$ cat src/rtl/bvm_pkg.sv
// Shared types, widths and constants of the battery low-voltage monitor.
package bvm_pkg;

	// Field and register widths
	localparam int SAMPLE_W   = 12;
	localparam int SUM_W      = 15;
	localparam int CV_W       = 12;
	localparam int RUN_W      = 9;
	localparam int THR_W      = 11;
	localparam int LIMIT_W    = 8;
	localparam int SCALE_W    = 11;
	localparam int CFG_IDX_W  = 2;
	localparam int CFG_DATA_W = 11;
	localparam int BYTE_W     = 8;
	localparam int WHOLE_W    = 6;
	localparam int FRAC_W     = 7;
	localparam int POS_W      = 4;
	localparam int IN_DATA_W  = 64;
	localparam int OUT_DATA_W = 16;

	// Division by five as a reciprocal multiply: exact for sums below 43690
	localparam int                 DIV5_PROD_W = 2 * SUM_W;
	localparam logic [SUM_W-1:0]   DIV5_MUL    = 15'd26215;
	localparam int                 DIV5_SHIFT  = 17;

	// Scaling to centivolts drops eleven fraction bits
	localparam int CV_PROD_W = SAMPLE_W + SCALE_W;
	localparam int CV_SHIFT  = 11;

	// Division by one hundred as a reciprocal multiply: exact for values below 4681
	localparam int                 DIV100_PROD_W = CV_W + 11;
	localparam logic [10:0]        DIV100_MUL    = 11'd1311;
	localparam int                 DIV100_SHIFT  = 17;
	localparam logic [CV_W-1:0]    CV_HUNDRED    = 12'd100;

	// Run counter saturation value
	localparam logic [RUN_W-1:0] RUN_MAX = 9'd511;

	// Operation codes on the input tuser
	localparam logic OP_CHECK  = 1'b0;
	localparam logic OP_REPORT = 1'b1;

	// Result kinds on the output tuser
	localparam logic KIND_STATUS = 1'b0;
	localparam logic KIND_FRAME  = 1'b1;

	// Configuration register indexes
	localparam logic [CFG_IDX_W-1:0] REG_LOW_THRESHOLD = 2'd0;
	localparam logic [CFG_IDX_W-1:0] REG_LOW_LIMIT     = 2'd1;
	localparam logic [CFG_IDX_W-1:0] REG_SCALE         = 2'd2;

	// Configuration reset values
	localparam logic [THR_W-1:0]   THRESHOLD_RESET = 11'd960;
	localparam logic [LIMIT_W-1:0] LIMIT_RESET     = 8'd100;
	localparam logic [SCALE_W-1:0] SCALE_RESET     = 11'd825;

	// Report frame byte positions
	localparam logic [POS_W-1:0] POS_HEAD  = 4'd0;
	localparam logic [POS_W-1:0] POS_TAG   = 4'd1;
	localparam logic [POS_W-1:0] POS_LEN   = 4'd2;
	localparam logic [POS_W-1:0] POS_WHOLE = 4'd3;
	localparam logic [POS_W-1:0] POS_FRAC  = 4'd4;
	localparam logic [POS_W-1:0] POS_SUM   = 4'd9;
	localparam logic [POS_W-1:0] POS_TAIL  = 4'd10;

	// Report frame constant bytes
	localparam logic [BYTE_W-1:0] FRAME_HEAD = 8'h55;
	localparam logic [BYTE_W-1:0] FRAME_TAG  = 8'h06;
	localparam logic [BYTE_W-1:0] FRAME_LEN  = 8'h06;
	localparam logic [BYTE_W-1:0] FRAME_TAIL = 8'hBB;

	// Default depth of the command queue
	localparam int DEFAULT_QUEUE_DEPTH = 4;

	// Classified command passed from the front end to the back end
	typedef struct packed {
		logic               kind;
		logic               ok;
		logic [WHOLE_W-1:0] whole;
		logic [FRAC_W-1:0]  frac;
	} cmd_t;

endpackage

$ cat src/rtl/battery_low_voltage_monitor_core.sv
// Top level of the battery low-voltage monitor: configuration registers, front end, queue, back end.
// An accepted item passes the front-end stages and the queue before its first result is presented.
// Throughput: a new item can be accepted every cycle unless the front end stalls on a full queue;
// the back end sends one result per cycle unless stalled: one for a check, eleven bytes for a report.
// Reset: arst_n clears the low-voltage state to normal, the run counter, the queue and the
// pipeline valid bits, and loads the configuration registers with their default values.
module battery_low_voltage_monitor_core import bvm_pkg::*; #(
	parameter int QUEUE_DEPTH = DEFAULT_QUEUE_DEPTH
) (
	input  logic                  clk,
	input  logic                  arst_n,
	input  logic                  s_tvalid,
	output logic                  s_tready,
	// sample_a [11:0], sample_b [23:12], sample_c [35:24], sample_d [47:36], sample_e [59:48]
	input  logic [IN_DATA_W-1:0]  s_tdata,
	// operation [0]
	input  logic                  s_tuser,
	output logic                  m_tvalid,
	input  logic                  m_tready,
	// battery_ok [0], frame_byte [8:1]
	output logic [OUT_DATA_W-1:0] m_tdata,
	// result_kind [0]
	output logic                  m_tuser,
	output logic                  m_tlast,
	input  logic                  cfg_we,
	input  logic [CFG_IDX_W-1:0]  cfg_index,
	input  logic [CFG_DATA_W-1:0] cfg_wdata
);

	logic [THR_W-1:0]   low_threshold_q;
	logic [LIMIT_W-1:0] low_limit_q;
	logic [SCALE_W-1:0] scale_q;
	logic               push, pop, queue_full, head_valid;
	cmd_t               push_cmd, head_cmd;
	logic               out_ok;
	logic [BYTE_W-1:0]  out_byte;

	// Configuration registers; writes to unused indexes are dropped
	always_ff @(posedge clk or negedge arst_n) begin
		if (!arst_n) begin
			low_threshold_q <= THRESHOLD_RESET;
			low_limit_q     <= LIMIT_RESET;
			scale_q         <= SCALE_RESET;
		end else if (cfg_we) begin
			case (cfg_index)
				REG_LOW_THRESHOLD: low_threshold_q <= cfg_wdata[THR_W-1:0];
				REG_LOW_LIMIT:     low_limit_q     <= cfg_wdata[LIMIT_W-1:0];
				REG_SCALE:         scale_q         <= cfg_wdata[SCALE_W-1:0];
				default: ;
			endcase
		end
	end

	// Front end
	bvm_front u_front (
		.clk           (clk),
		.arst_n        (arst_n),
		.in_valid      (s_tvalid),
		.in_ready      (s_tready),
		.in_op         (s_tuser),
		.in_a          (s_tdata[11:0]),
		.in_b          (s_tdata[23:12]),
		.in_c          (s_tdata[35:24]),
		.in_d          (s_tdata[47:36]),
		.in_e          (s_tdata[59:48]),
		.low_threshold (low_threshold_q),
		.low_limit     (low_limit_q),
		.scale         (scale_q),
		.queue_full    (queue_full),
		.push          (push),
		.push_cmd      (push_cmd)
	);

	// Command queue
	bvm_queue #(
		.Depth (QUEUE_DEPTH)
	) u_queue (
		.clk        (clk),
		.arst_n     (arst_n),
		.push       (push),
		.push_cmd   (push_cmd),
		.full       (queue_full),
		.pop        (pop),
		.head_valid (head_valid),
		.head_cmd   (head_cmd)
	);

	// Back end
	bvm_back u_back (
		.clk        (clk),
		.arst_n     (arst_n),
		.head_valid (head_valid),
		.head_cmd   (head_cmd),
		.pop        (pop),
		.out_valid  (m_tvalid),
		.out_ready  (m_tready),
		.out_kind   (m_tuser),
		.out_ok     (out_ok),
		.out_byte   (out_byte),
		.out_last   (m_tlast)
	);

	// Output data packing with zero fill
	assign m_tdata = {(OUT_DATA_W - BYTE_W - 1)'(0), out_byte, out_ok};

endmodule

$ cat src/rtl/bvm_front.sv
// Front end: averaging and scaling pipeline, low-voltage state and command classification.
module bvm_front import bvm_pkg::*; (
	input  logic                clk,
	input  logic                arst_n,
	input  logic                in_valid,
	output logic                in_ready,
	input  logic                in_op,
	input  logic [SAMPLE_W-1:0] in_a,
	input  logic [SAMPLE_W-1:0] in_b,
	input  logic [SAMPLE_W-1:0] in_c,
	input  logic [SAMPLE_W-1:0] in_d,
	input  logic [SAMPLE_W-1:0] in_e,
	input  logic [THR_W-1:0]    low_threshold,
	input  logic [LIMIT_W-1:0]  low_limit,
	input  logic [SCALE_W-1:0]  scale,
	input  logic                queue_full,
	output logic                push,
	output cmd_t                push_cmd
);

	logic                     en;
	logic                     v_s1, v_s2, v_s3, v_s4;
	logic                     op_s1, op_s2, op_s3, op_s4;
	logic [SUM_W-1:0]         sum_s1;
	logic [SAMPLE_W-1:0]      avg_s2;
	logic [CV_W-1:0]          cv_s3, cv_s4;
	logic [WHOLE_W-1:0]       whole_s4;
	logic [DIV5_PROD_W-1:0]   avg_prod;
	logic [CV_PROD_W-1:0]     cv_prod;
	logic [DIV100_PROD_W-1:0] whole_prod;
	logic [CV_W-1:0]          frac_full;
	logic                     ok_q;
	logic [RUN_W-1:0]         run_q;
	logic [RUN_W-1:0]         run_inc;
	logic                     is_low;
	logic                     ok_next;
	logic [RUN_W-1:0]         run_next;

	// The whole pipeline advances unless the last stage cannot hand over its command
	assign en       = !(v_s4 && queue_full);
	assign in_ready = en;
	assign push     = v_s4 && !queue_full;

	// Stage valid bits
	always_ff @(posedge clk or negedge arst_n) begin
		if (!arst_n) begin
			v_s1 <= 1'b0;
			v_s2 <= 1'b0;
			v_s3 <= 1'b0;
			v_s4 <= 1'b0;
		end else if (en) begin
			v_s1 <= in_valid;
			v_s2 <= v_s1;
			v_s3 <= v_s2;
			v_s4 <= v_s3;
		end
	end

	// Reciprocal multiplies for the average, the scaling and the split into hundreds
	assign avg_prod   = DIV5_PROD_W'(sum_s1) * DIV5_PROD_W'(DIV5_MUL);
	assign cv_prod    = CV_PROD_W'(avg_s2) * CV_PROD_W'(scale);
	assign whole_prod = DIV100_PROD_W'(cv_s3) * DIV100_PROD_W'(DIV100_MUL);

	// Datapath registers
	always_ff @(posedge clk) begin
		if (en) begin
			sum_s1   <= SUM_W'(in_a) + SUM_W'(in_b) + SUM_W'(in_c) + SUM_W'(in_d)
			            + SUM_W'(in_e);
			op_s1    <= in_op;
			avg_s2   <= avg_prod[DIV5_SHIFT +: SAMPLE_W];
			op_s2    <= op_s1;
			cv_s3    <= cv_prod[CV_SHIFT +: CV_W];
			op_s3    <= op_s2;
			cv_s4    <= cv_s3;
			whole_s4 <= whole_prod[DIV100_SHIFT +: WHOLE_W];
			op_s4    <= op_s3;
		end
	end

	// Remainder of the division by one hundred
	assign frac_full = cv_s4 - CV_W'(whole_s4) * CV_HUNDRED;

	// Next low-voltage state for a check command
	assign is_low  = cv_s4 < CV_W'(low_threshold);
	assign run_inc = (run_q == RUN_MAX) ? run_q : run_q + 9'd1;

	always_comb begin
		ok_next  = ok_q;
		run_next = run_q;
		if (op_s4 == OP_CHECK && ok_q) begin
			if (is_low) begin
				run_next = run_inc;
				if (run_inc > RUN_W'(low_limit)) begin
					ok_next = 1'b0;
				end
			end else begin
				run_next = '0;
			end
		end
	end

	// State changes only when the command leaves for the queue
	always_ff @(posedge clk or negedge arst_n) begin
		if (!arst_n) begin
			ok_q  <= 1'b1;
			run_q <= '0;
		end else if (push) begin
			ok_q  <= ok_next;
			run_q <= run_next;
		end
	end

	// Command for the back end carries the state after this item
	always_comb begin
		push_cmd.kind  = (op_s4 == OP_REPORT) ? KIND_FRAME : KIND_STATUS;
		push_cmd.ok    = ok_next;
		push_cmd.whole = whole_s4;
		push_cmd.frac  = frac_full[FRAC_W-1:0];
	end

`ifndef NO_ASSERTIONS
	// A latched low state never returns to normal
	a_low_latched: assert property (@(posedge clk) disable iff (!arst_n)
		!ok_q |=> !ok_q)
		else $error("low-voltage state cleared without reset");

	// The run counter is not touched when the command is not handed over
	a_run_hold: assert property (@(posedge clk) disable iff (!arst_n)
		!push |=> $stable(run_q))
		else $error("run counter changed without a transfer to the queue");
`endif

endmodule

$ cat src/rtl/bvm_queue.sv
// Short command queue that decouples the front end from the frame sequencer.
module bvm_queue import bvm_pkg::*; #(
	parameter int Depth = DEFAULT_QUEUE_DEPTH
) (
	input  logic clk,
	input  logic arst_n,
	input  logic push,
	input  cmd_t push_cmd,
	output logic full,
	input  logic pop,
	output logic head_valid,
	output cmd_t head_cmd
);

	localparam int PTR_W = $clog2(Depth);
	localparam int CNT_W = $clog2(Depth + 1);
	localparam logic [PTR_W-1:0] PTR_LAST  = PTR_W'(Depth - 1);
	localparam logic [CNT_W-1:0] CNT_DEPTH = CNT_W'(Depth);

	cmd_t             mem_q [Depth];
	logic [PTR_W-1:0] wr_ptr_q, rd_ptr_q;
	logic [CNT_W-1:0] count_q;

	assign full       = count_q == CNT_DEPTH;
	assign head_valid = count_q != '0;
	assign head_cmd   = mem_q[rd_ptr_q];

	// Storage
	always_ff @(posedge clk) begin
		if (push) begin
			mem_q[wr_ptr_q] <= push_cmd;
		end
	end

	// Pointers and fill count
	always_ff @(posedge clk or negedge arst_n) begin
		if (!arst_n) begin
			wr_ptr_q <= '0;
			rd_ptr_q <= '0;
			count_q  <= '0;
		end else begin
			if (push) begin
				wr_ptr_q <= (wr_ptr_q == PTR_LAST) ? '0 : wr_ptr_q + PTR_W'(1);
			end
			if (pop) begin
				rd_ptr_q <= (rd_ptr_q == PTR_LAST) ? '0 : rd_ptr_q + PTR_W'(1);
			end
			if (push && !pop) begin
				count_q <= count_q + CNT_W'(1);
			end else if (pop && !push) begin
				count_q <= count_q - CNT_W'(1);
			end
		end
	end

`ifndef NO_ASSERTIONS
	// Neither overflow nor underflow
	a_no_overflow: assert property (@(posedge clk) disable iff (!arst_n)
		!(push && full) && !(pop && !head_valid))
		else $error("command queue overflow or underflow");
`endif

endmodule

$ cat src/rtl/bvm_back.sv
// Back end: turns queued commands into status results and serial report frames.
module bvm_back import bvm_pkg::*; (
	input  logic              clk,
	input  logic              arst_n,
	input  logic              head_valid,
	input  cmd_t              head_cmd,
	output logic              pop,
	output logic              out_valid,
	input  logic              out_ready,
	output logic              out_kind,
	output logic              out_ok,
	output logic [BYTE_W-1:0] out_byte,
	output logic              out_last
);

	logic              load;
	logic [POS_W-1:0]  pos_q;
	logic [BYTE_W-1:0] frame_byte;
	logic [BYTE_W-1:0] check_byte;
	logic              is_frame;
	logic              at_tail;

	// The output register takes a new result once the previous transfer is done
	assign load     = !out_valid || out_ready;
	assign is_frame = head_cmd.kind == KIND_FRAME;
	assign at_tail  = pos_q == POS_TAIL;
	assign pop      = load && head_valid && (!is_frame || at_tail);

	// Byte sum of the two voltage bytes
	assign check_byte = BYTE_W'(head_cmd.whole) + BYTE_W'(head_cmd.frac);

	// Frame byte at the current position; padding positions read as zero
	always_comb begin
		case (pos_q)
			POS_HEAD:  frame_byte = FRAME_HEAD;
			POS_TAG:   frame_byte = FRAME_TAG;
			POS_LEN:   frame_byte = FRAME_LEN;
			POS_WHOLE: frame_byte = BYTE_W'(head_cmd.whole);
			POS_FRAC:  frame_byte = BYTE_W'(head_cmd.frac);
			POS_SUM:   frame_byte = check_byte;
			POS_TAIL:  frame_byte = FRAME_TAIL;
			default:   frame_byte = '0;
		endcase
	end

	// Position within the frame being sent
	always_ff @(posedge clk or negedge arst_n) begin
		if (!arst_n) begin
			pos_q <= POS_HEAD;
		end else if (load && head_valid && is_frame) begin
			pos_q <= at_tail ? POS_HEAD : pos_q + POS_W'(1);
		end
	end

	// Output valid
	always_ff @(posedge clk or negedge arst_n) begin
		if (!arst_n) begin
			out_valid <= 1'b0;
		end else if (load) begin
			out_valid <= head_valid;
		end
	end

	// Output payload
	always_ff @(posedge clk) begin
		if (load && head_valid) begin
			out_kind <= head_cmd.kind;
			out_ok   <= head_cmd.ok;
			out_byte <= is_frame ? frame_byte : '0;
			out_last <= !is_frame || at_tail;
		end
	end

`ifndef NO_ASSERTIONS
	// A status result is always the only and last result of its item
	a_status_last: assert property (@(posedge clk) disable iff (!arst_n)
		out_valid && out_kind == KIND_STATUS |-> out_last && out_byte == '0)
		else $error("status result without last marker or with data byte");

	// A frame in progress keeps its report command at the queue head
	a_frame_head: assert property (@(posedge clk) disable iff (!arst_n)
		pos_q != POS_HEAD |-> head_valid && is_frame)
		else $error("frame position advanced without a report command");
`endif

endmodule
$ cat config.mk
export PLATFORM = sky130hd
export DESIGN_NAME = battery_low_voltage_monitor_core
export DESIGN_NICKNAME = d
export VERILOG_FILES = /design/src/rtl/bvm_pkg.sv /design/src/rtl/battery_low_voltage_monitor_core.sv /design/src/rtl/bvm_front.sv /design/src/rtl/bvm_queue.sv /design/src/rtl/bvm_back.sv
export SDC_FILE = /design/constraint.sdc
export NUM_CORES = 1
export LEC_CHECK = 0
export ABC_AREA = 1
export CAP_MARGIN = 30
export CORE_ASPECT_RATIO = 0.5
export CORE_MARGIN = 1
export CORE_UTILIZATION = 62
export CTS_CLUSTER_SIZE = 24
export DETAILED_ROUTE_END_ITERATION = 8
export DONT_BUFFER_PORTS = 1
export PLACE_DENSITY = 0.89
export SYNTH_ARGS = -nofsm -noshare
export SYNTH_HDL_FRONTEND = slang
export SYNTH_SLANG_ARGS = --single-unit
$ cat constraint.sdc
create_clock -name clk -period 7.7 [get_ports clk]
set_input_delay 0 -clock clk [delete_from_list [all_inputs] [get_ports clk]]
set_output_delay 0 -clock clk [all_outputs]
set_load 0.02 [all_outputs]
==> results.ini <==
[placed_design]
dpl.cell_count = 2988
dpl.hpwl_um = 37400
port_buffers = 0
gp_congestion = 0.952
dpl_cell_area_sq_um = 22400
pre_cts_slack_ns = 2.22

[clock_network]
cts_root_buffer = clkbuf_16
clkTransAtPathRegs_ns = 0.09
cts_resized = 0
clockBufferDepth = 2
cts_htree_levels = 4
cts.sinks = 188
clk-insertion-delay-late_ns = 0.46
cts_buffers = 17
cts_tree = done

[worst_setup_path]
endpoint_kind = flop
r2r_slack_ns = 2.22
path_class = flop to flop
cp_max_fo = 7
cp.required_ns = 7.90
r2r-end = u_front.avg_s2[4]$_DFFE_PN_
crit_arrival_ns = 5.68
r2r_cells = 20
r2r_start = u_front.sum_s1[2]$_DFFE_PN_
critPathLaunch = u_front.sum_s1[2]$_DFFE_PN_
start_kind = flop

[yosys]
synth_warnings = 0
synth_fa_ha_area_share_pct = 39.5
synth_xor_area_share_pct = 2.20
synth_top_family_by_area = adder cells
synth_seq_cells = 188
synth_edf_count = 132
synth.yosys.seq_area_share_pct = 24.6
avgSynthCellArea_sq_um = 8.60
ys.flop_type = edfxtp_1
synthArstFlopShare_pct = 29.8
syn_inst = 2548
yosysUniqueCellTypes = 42
synth_compound_area_share_pct = 6.91
synth_area_sq_um = 21900
synth-simple-area-share_pct = 14.9
muxShareOfSynthArea_pct = 0.0514

[sta]
drv_slew = 0
hold_viol_final = 0
fmax_mhz = 182
rsz0062_at_grt = no
layout_worst_path_cycle_share_pct = 71.2
max_slew_margin_pct = 30.0
fin_crit_ns = 5.48
worst_pin_slew_ns = 1.05
tns_ns = 0
worst_slack_ns = 2.22
finalSetupViolCount = 0
clock_skew_ns = 0.0263

[final_layout]
regArea_sq_um = 5380
synthToLayoutAreaGrowth_pct = 5.83
fill_cells = 2576
nets = 3185
final_layout_size_suffix_gt1_share_pct = 2.85
final_common_cell = inv_1
layout_common_cells = inv_1 (626), nand2_1 (525), ha_1 (319)
n_antenna_cell = 0
multi_input_area_sq_um = 14000
stdcell_count = 3038
fin_area_sq_um = 23200

[floorplanning]
die_area_sq_um = 36200
core_sq_um = 34700
die_h_um = 135
start_util_pct = 63.3
ios = 103
dieWidth_um = 268
rows = 48

[hold_path]
hp-class = input port to flop
holdPathStages = 2
worstHoldEndpoint = low_limit_q[6]$_DFFE_PN1P_
hold_path_startpoint = cfg_we

[run_status]
status = completed

[global_routing]
overflow = 0
grt_antenna_before_repair = 0
grt_max_degree = 57
grt_pass1_wl_um = 79500
track_usage_pct = 27.5
grt_pass1_vias = 17100

[route]
wl_per_cell_um = 15.6
drc = 0
viasPerCell = 5.50
totalWireLength_um = 47400
vias = 16700
ant_nets = 0
drt_iter0_markers = 1225
drt-pass1-iter-count = 7

[flow_run]
cap_violations = 0

-- cell type report --
class | instances | area share (%)
Timing Repair Buffer | 23 | 1.10
Clock buffer | 17 | 1.83
Inverter | 631 | 10.2
Sequential cell | 188 | 23.2
Clock inverter | 15 | 0.884
Tap cell | 475 | 2.56
Multi-Input combinational cell | 1689 | 60.2
-- worst max-delay path, cell delays in order, from the launching register on --
cell	delay, ns
edfxtp_1	0.57
ha_1	0.39
inv_1	0.07
fa_1	0.52
inv_1	0.06
fa_1	0.54
inv_1	0.06
fa_1	0.53
inv_1	0.06
fa_1	0.53
inv_1	0.06
fa_1	0.53
inv_1	0.05
ha_1	0.31
nand2_1	0.14
nor4_1	0.40
nand2_1	0.10
nand2_1	0.11
nand2_1	0.07
nand3_1	0.07
nand2_1	0.05
-- metal layers --
layer | GRT usage [%] | up-vias | share of wire, %
met5 | 0 | - | 0
met4 | 9.84 | 0 | 3.1
met3 | 4.30 | 113 | 5.5
met2 | 50.4 | 615 | 51
met1 | 32.9 | 8034 | 40
li1 | - | 7946 | -
-- logic make-up after synthesis --
logic type	after synthesis
and+or+nand+nor	794
buffers and inverters	677
adders and majority gates	552
AOI/OAI and AO/OA	280
DFF	188
xor gates and xnor gates	55
other	1
muxes	1
-- how the worst max path moves through the flow --
stage | end | slack [ns] | cells past startpoint
floorplan | u_front.avg_s2[4]$_DFFE_PN_ | 2.68 | 20
global placement | u_front.avg_s2[4]$_DFFE_PN_ | 2.34 | 20
detailed placement | u_front.avg_s2[4]$_DFFE_PN_ | 2.22 | 20
CTS | u_front.avg_s2[4]$_DFFE_PN_ | 2.20 | 20
global route | u_front.avg_s2[4]$_DFFE_PN_ | 1.93 | 18
finish | u_front.avg_s2[4]$_DFFE_PN_ | 2.22 | 20
-- registers in the layout, indices dropped and copies added, names as in the netlist, 2 cells and up --
signal            count
low_limit_q           8
low_threshold_q      11
scale_q              11
u_back.out_byte       8
u_back.pos_q          4
u_front.avg_s2       12
u_front.cv_s3        12
u_front.cv_s4        12
u_front.run_q         9
u_front.sum_s1       15
u_front.whole_s4      6
u_queue.count_q       3
u_queue.mem_q        60
u_queue.rd_ptr_q      2
u_queue.wr_ptr_q      2
-- what timing repair did --
| action | in CTS | in global routing |
|---|---|---|
| buffers inserted | 0 | 0 |
| hold endpoints to repair | 91 | 0 |
| hold buffers | 18 | 0 |
-- stage by stage --
stage | util (%) | hold WS [ns]
floorplan | - | -0.296
global placement | 64.5 | -0.294
detailed placement | 64.6 | -0.294
CTS | 67.0 | 0.0408
global route | 67.0 | 0.0672
finish | 67.0 | 0.0415
-- synth_stat cells, types with 2 or more instances --
cell	instances	share of area, %
inv_1	626	11
nand2_1	525	9.0
ha_1	319	18
fa_1	233	21
edfxtp_1	132	18
nor2_1	123	2.1
o21ai_0	115	2.6
a21oi_1	105	2.4
nand3_1	77	1.8
dfrtp_1	42	4.8
xor2_1	37	1.5
nand4_1	29	0.83
clkbuf_1	26	0.45
xnor2_1	18	0.72
nor3_1	17	0.39
dfstp_2	14	1.7
o22ai_1	14	0.40
a21o_1	13	0.45
buf_4	13	0.45
nor4_1	7	0.20
o21ai_1	7	0.16
o21bai_1	7	0.24
buf_2	6	0.14
a31oi_1	5	0.14
inv_2	5	0.086
o21a_1	4	0.14
or2_2	4	0.11
a211oi_1	3	0.10
a21boi_0	3	0.10
nor2_4	3	0.15
a31o_2	2	0.080
and2_1	2	0.057
nand3_2	2	0.091
nand3b_1	2	0.068
Power is left out: the tool's default activity adds up to more than one toggle a clock period on the data nets, which glitch-free logic cannot reach.
